**config.mk**
```make
export PLATFORM = sky130hd
export DESIGN_NAME = cle_front
export DESIGN_NICKNAME = d
export VERILOG_FILES = /design/src/design/cle_pkg.sv /design/src/design/cle_front.sv
export SDC_FILE = /design/constraint.sdc
export NUM_CORES = 1
export LEC_CHECK = 0
export ABC_CLOCK_PERIOD_IN_PS = 2300
export BUFFER_PORTS_ARGS = -buffer_cell sky130_fd_sc_hd__buf_4
export CORE_MARGIN = 2
export CORE_UTILIZATION = 38
export CTS_CLUSTER_SIZE = 16
export DETAILED_ROUTE_END_ITERATION = 10
export SLEW_MARGIN = 20
export SYNTH_ARGS = -nofsm -noshare
export SYNTH_HDL_FRONTEND = slang
export SYNTH_SLANG_ARGS = --single-unit
```
**constraint.sdc**
```tcl
create_clock -name clock -period 2.3 [get_ports clock]
set_input_delay 0.23 -clock clock [delete_from_list [all_inputs] [get_ports clock]]
set_output_delay 0.23 -clock clock [all_outputs]
set_load 0.05 [all_outputs]
```
**src/design/cle_pkg.sv**
```systemverilog
// ----------------------------------------------------------------------------
// cle_pkg: shared types and constants of the console line editor
// Item classes, character codes and the front-to-back item type.
// ----------------------------------------------------------------------------
package cle_pkg;

   localparam logic [2:0] OP_READ  = 3'd0;
   localparam logic [2:0] OP_DUMP  = 3'd1;
   localparam logic [2:0] OP_KILL  = 3'd2;
   localparam logic [2:0] OP_ERASE = 3'd3;
   localparam logic [2:0] OP_ESC   = 3'd4;
   localparam logic [2:0] OP_NUL   = 3'd5;
   localparam logic [2:0] OP_CHAR  = 3'd6;

   localparam logic [7:0] CH_NUL  = 8'h00;
   localparam logic [7:0] CH_BS   = 8'h08;
   localparam logic [7:0] CH_LF   = 8'h0A;
   localparam logic [7:0] CH_CR   = 8'h0D;
   localparam logic [7:0] CH_EOT  = 8'h04;
   localparam logic [7:0] CH_DLE  = 8'h10;
   localparam logic [7:0] CH_NAK  = 8'h15;
   localparam logic [7:0] CH_ESC  = 8'h1B;
   localparam logic [7:0] CH_DEL  = 8'h7F;
   localparam logic [7:0] CH_LBRK = 8'h5B;
   localparam logic [7:0] CH_UP   = 8'h41;
   localparam logic [7:0] CH_DOWN = 8'h42;

   localparam logic [1:0] ESC_NONE = 2'd0;
   localparam logic [1:0] ESC_SEEN = 2'd1;
   localparam logic [1:0] ESC_BRKT = 2'd2;

   // "history", first letter at index 0
   function automatic logic [7:0] hist_word(input logic [2:0] idx);
      logic [7:0] c;
      unique case (idx)
         3'd0: c = 8'h68;
         3'd1: c = 8'h69;
         3'd2: c = 8'h73;
         3'd3: c = 8'h74;
         3'd4: c = 8'h6F;
         3'd5: c = 8'h72;
         3'd6: c = 8'h79;
         default: c = 8'h00;
      endcase
      return c;
   endfunction

   typedef struct packed {
      logic [2:0] op;
      logic [7:0] data;
      logic       started;
   } item_type;

endpackage

```
**src/design/cle_front.sv**
```systemverilog
// ----------------------------------------------------------------------------
// cle_front: input classification and item queue
// Classifies each accepted item and holds it in a two-entry queue.
// ----------------------------------------------------------------------------
module cle_front (
   input  logic              clock,
   input  logic              reset,
   input  logic              req_valid,
   output logic              req_ready,
   input  logic              req_kind,
   input  logic [7:0]        req_rx_byte,
   input  logic              req_read_started,
   output logic              item_valid,
   output cle_pkg::item_type item,
   input  logic              item_ready
);

   cle_pkg::item_type q_ff [2];
   cle_pkg::item_type q_in [2];
   logic [1:0] cnt_ff, cnt_in;
   cle_pkg::item_type cls;
   logic push, pop;

   always_comb begin
      cls.started = req_read_started;
      cls.data    = (req_rx_byte == cle_pkg::CH_CR) ? cle_pkg::CH_LF : req_rx_byte;
      if (req_kind) begin
         cls.op = cle_pkg::OP_READ;
      end else begin
         unique case (req_rx_byte)
            cle_pkg::CH_DLE: cls.op = cle_pkg::OP_DUMP;
            cle_pkg::CH_NAK: cls.op = cle_pkg::OP_KILL;
            cle_pkg::CH_BS:  cls.op = cle_pkg::OP_ERASE;
            cle_pkg::CH_DEL: cls.op = cle_pkg::OP_ERASE;
            cle_pkg::CH_ESC: cls.op = cle_pkg::OP_ESC;
            cle_pkg::CH_NUL: cls.op = cle_pkg::OP_NUL;
            default:         cls.op = cle_pkg::OP_CHAR;
         endcase
      end
   end

   assign req_ready  = (cnt_ff != 2'd2);
   assign item_valid = (cnt_ff != 2'd0);
   assign item       = q_ff[0];
   assign push       = req_valid && req_ready;
   assign pop        = item_valid && item_ready;

   always_comb begin
      q_in[0] = q_ff[0];
      q_in[1] = q_ff[1];
      cnt_in  = cnt_ff;
      if (pop) begin
         q_in[0] = q_ff[1];
      end
      if (push) begin
         if (cnt_ff == 2'd0 || (cnt_ff == 2'd1 && pop)) begin
            q_in[0] = cls;
         end else begin
            q_in[1] = cls;
         end
      end
      cnt_in = cnt_ff + {1'b0, push} - {1'b0, pop};
   end

   always_ff @(posedge clock) begin
      if (reset) begin
         cnt_ff <= 2'd0;
      end else begin
         cnt_ff <= cnt_in;
      end
      q_ff[0] <= q_in[0];
      q_ff[1] <= q_in[1];
   end

endmodule

```
==> results.md <==
- Outcome: finished clean
- Cts repair resizes: 0
- Syn_area_per_cell: 10.8 sq um
- Critical Path Fanout Max: 6
- Port bufs: 27
- Initial antenna violation count: 0
- Arrival time worst endpoint: 1.84 ns
- Vias in the first global route: 819
- Die width: 62.5 microns
- Slowest stage cell, crit path: dfxtp_1
- Hold Path Origin: reset
- Core Area: 0.00331 sq mm
- CTS max path bufs: 2
- Synth Instances: 120
- CP startpoint kind: flop
- Hold Crit Class: primary input to flop
- Xor/xnor share of the synthesized area: 0.0135
- Critical path cell sequence: nand2b_1 -> nand2_1 -> ha_1 -> inv_1 -> ha_1 -> xnor2_1 -> xnor2_1 -> nor2_1
- Share of layout cells above drive strength 1: 0.278
- Mapped Nets: 136
- Simple-Gate Fraction of Synth Area: 0.164
- Tcrit/Tclk final: 0.704
- Synth Flop Type: dfxtp_1
- Sequential area share after synthesis: 0.492
- # hold bufs at CTS: 0
- Number of synthesized flops with an enable pin: 12
- Multiplexer share of the synthesized area: 0.0923
- IO Count: 28
- Internal power: 1.02 mW
- Tmin final: 1.62 ns
- Total GRT Usage: 0.119
- Initial Util: 0.393
- Die area: 0.00391 sq mm
- Grt ovf: 0
- Worst slew pin tran: 0.382 ns
- Combinational power share: 0.521
- Placer Congestion: 0.797
- Wire length of the first global-routing pass: 3.68 mm
- Post-synthesis cell type count: 34
- Worst path required time: 2.53 ns
- Clock network power share: 0.105
- Reg power frac: 0.375
- Worst Path Buf+Inv: 1
- CTS tree: done
- #FFs+latches synth: 26
- F_max: 618 MHz
- Mapped Area: 0.00130 sq mm
- Max stage delay on crit path: 0.45 ns
- Clk Latency, worst-skew pair: 0.31 ns
- Post-route antenna net violation count: 0
- Syn. warnings: 0
- Slew headroom: 0.745
- FFs w/ async S/R, synth: 0
- Htree depth: 1
- Final setup violation count: 0
- Routed Wire Length: 2.33 mm
- Routed WL per cell: 13.0 microns
- WS Path Type: flop to flop
- CTS root buf: clkbuf_4
- Area share of fa/ha/maj cells after synthesis: 0.0192
- Postcts setup bufs: 0
- Net Sw Frac: 0.454
- CTS buffer count: 3
- DRC: 0
- Clock Pin Slew Worst Setup and Hold Paths: 0.13 ns
- Die height: 62.5 microns
- Initial DRC Count: 24
- Crit path max-delay family: flip-flops
- RSZ-0062 raised after global routing: no
- # diodes: 0
- Drt first pass iters: 4
- Pins over their slew limit: 0
- VDD IR max: 0.459 mV
- Largest family of logic cells by synthesized area: simple AND/OR/NAND/NOR gates
- TritonCTS Sinks: 26
- P per Cell Area: 1270 mW/mm^2
- Pin count of the biggest net entering global routing: 15
- Lkg Pwr: 0.665 nW
- HPWL after DPL: 1.74 mm
- Reg2reg start: cnt_ff[0]
- Sw power: 0.845 mW
- MaxCap Viol Count: 0
- Vias: 878
- Setup_tns: 0 ns
- Via density: 4.91
- Rows: 21
- CP Capture Type: flop
- Nets: 150
- Final hold slack: 0.0640 ns
- CP startpoint: cnt_ff[0]
- Final hold vios: 0
- Skew final: 0.00326 ns
- Layout area overhead: 12.5%
- Fraction of the mapped netlist area in compound gates: 0.0942
area by class of cell:
class,count,area (sq um)
clock buffer,3,22.5
timing repair buffer,30,225
sequential,26,641
tap,46,57.6
multi-input combinational,69,499
clock inverter,1,3.75
inverter,4,15.0
fill,337,1850
metrics by stage:
step            util  cell area [sq um]  total power [mW]  setup WS (ns)  instances
6_report       0.442               1460              1.86          0.681        179
5_1_grt        0.442               1460              1.97          0.564        179
4_1_cts        0.442               1460              1.89          0.686        179
3_5_place_dp   0.434               1440              1.69          0.702        175
3_3_place_gp   0.434               1440              1.66          0.812        175
2_1_floorplan      -               1300              1.56          0.420        120
synth_stat cells (2+ instances only):
cell type / instances / area, sq um
nand4b_1: 3 / 26.3
nor2b_1: 2 / 12.5
nand2_1: 9 / 33.8
nand2b_1: 3 / 18.8
o21ai_1: 8 / 40.0
ha_1: 2 / 25.0
inv_1: 4 / 15.0
dfxtp_1: 14 / 280
a21o_1: 3 / 22.5
nor2_1: 6 / 22.5
mux2i_1: 12 / 120
buf_4: 13 / 97.6
and2_1: 3 / 18.8
nand3_1: 2 / 10.0
edfxtp_1: 12 / 360
a21oi_1: 2 / 10.0
clkbuf_1: 4 / 15.0
xnor2_1: 2 / 17.5
sequential cells by signal (all words and copies together), names as in the netlist:
register,count
q_ff,24
cnt_ff,2
power by group through the flow:
stage | combinational, mW | sequential, mW | clock (mW)
after floorplan | 0.875 | 0.688 | 0
after global placement | 0.962 | 0.701 | 0
after detailed placement | 0.979 | 0.712 | 0
after CTS | 0.980 | 0.700 | 0.206
after global routing | 1.03 | 0.718 | 0.228
final | 0.969 | 0.697 | 0.195
per-layer routing:
metal  part of all wire  vias to the layer above  track usage
met3              0.043                        4       0.0252
met5                  0                        -            0
li1                   -                      432            -
met4              0.015                        0       0.0500
met2               0.51                       24        0.199
met1               0.43                      418        0.147
layout by cell type (no fill, tap or decap):
cell | netlist | final
buf_4 | 13 | 30
dfxtp_1 | 14 | 14
mux2i_1 | 12 | 12
edfxtp_1 | 12 | 12
nand2_1 | 9 | 9
o21ai_1 | 8 | 8
nor2_1 | 6 | 6
inv_1 | 4 | 4
nand2b_1 | 3 | 3
a21o_1 | 3 | 3
nand4b_1 | 3 | 3
and2_1 | 3 | 3
clkbuf_4 | 0 | 3
a21oi_1 | 2 | 2
nor2b_1 | 2 | 2
nand3_1 | 2 | 2
xnor2_1 | 2 | 2
ha_1 | 2 | 2
o21ai_2 | 1 | 1
nor4_4 | 1 | 1
nand4_1 | 1 | 1
o31ai_1 | 1 | 1
and3_1 | 1 | 1
a211oi_1 | 1 | 1
a2bb2oi_1 | 1 | 1
nor4b_4 | 1 | 1
or2_2 | 1 | 1
or4_1 | 1 | 1
a22o_1 | 1 | 1
a31o_1 | 1 | 1
clkinv_1 | 0 | 1
worst paths after layout:
| check | to | cells after the start | slack (ns) |
|---|---|---|---|
| setup / recovery | cnt_ff[1] | 8 | 0.68 |
| hold / removal | cnt_ff[1] | 2 | 0.06 |
| hold reg to reg | q_ff[0][0] | 2 | 0.54 |
| setup reg to reg | cnt_ff[1] | 8 | 0.68 |
cells by family (layout without fill, tap and decap cells):
logic type | count (synthesis) | in the layout
mux | 12 | 12
fa+ha+maj | 2 | 2
simple gates | 34 | 34
xor+xnor | 2 | 2
buf+inv | 25 | 38
compound gates | 19 | 19
flops | 26 | 26
No activity file was read; power rests on OpenSTA's default activity.
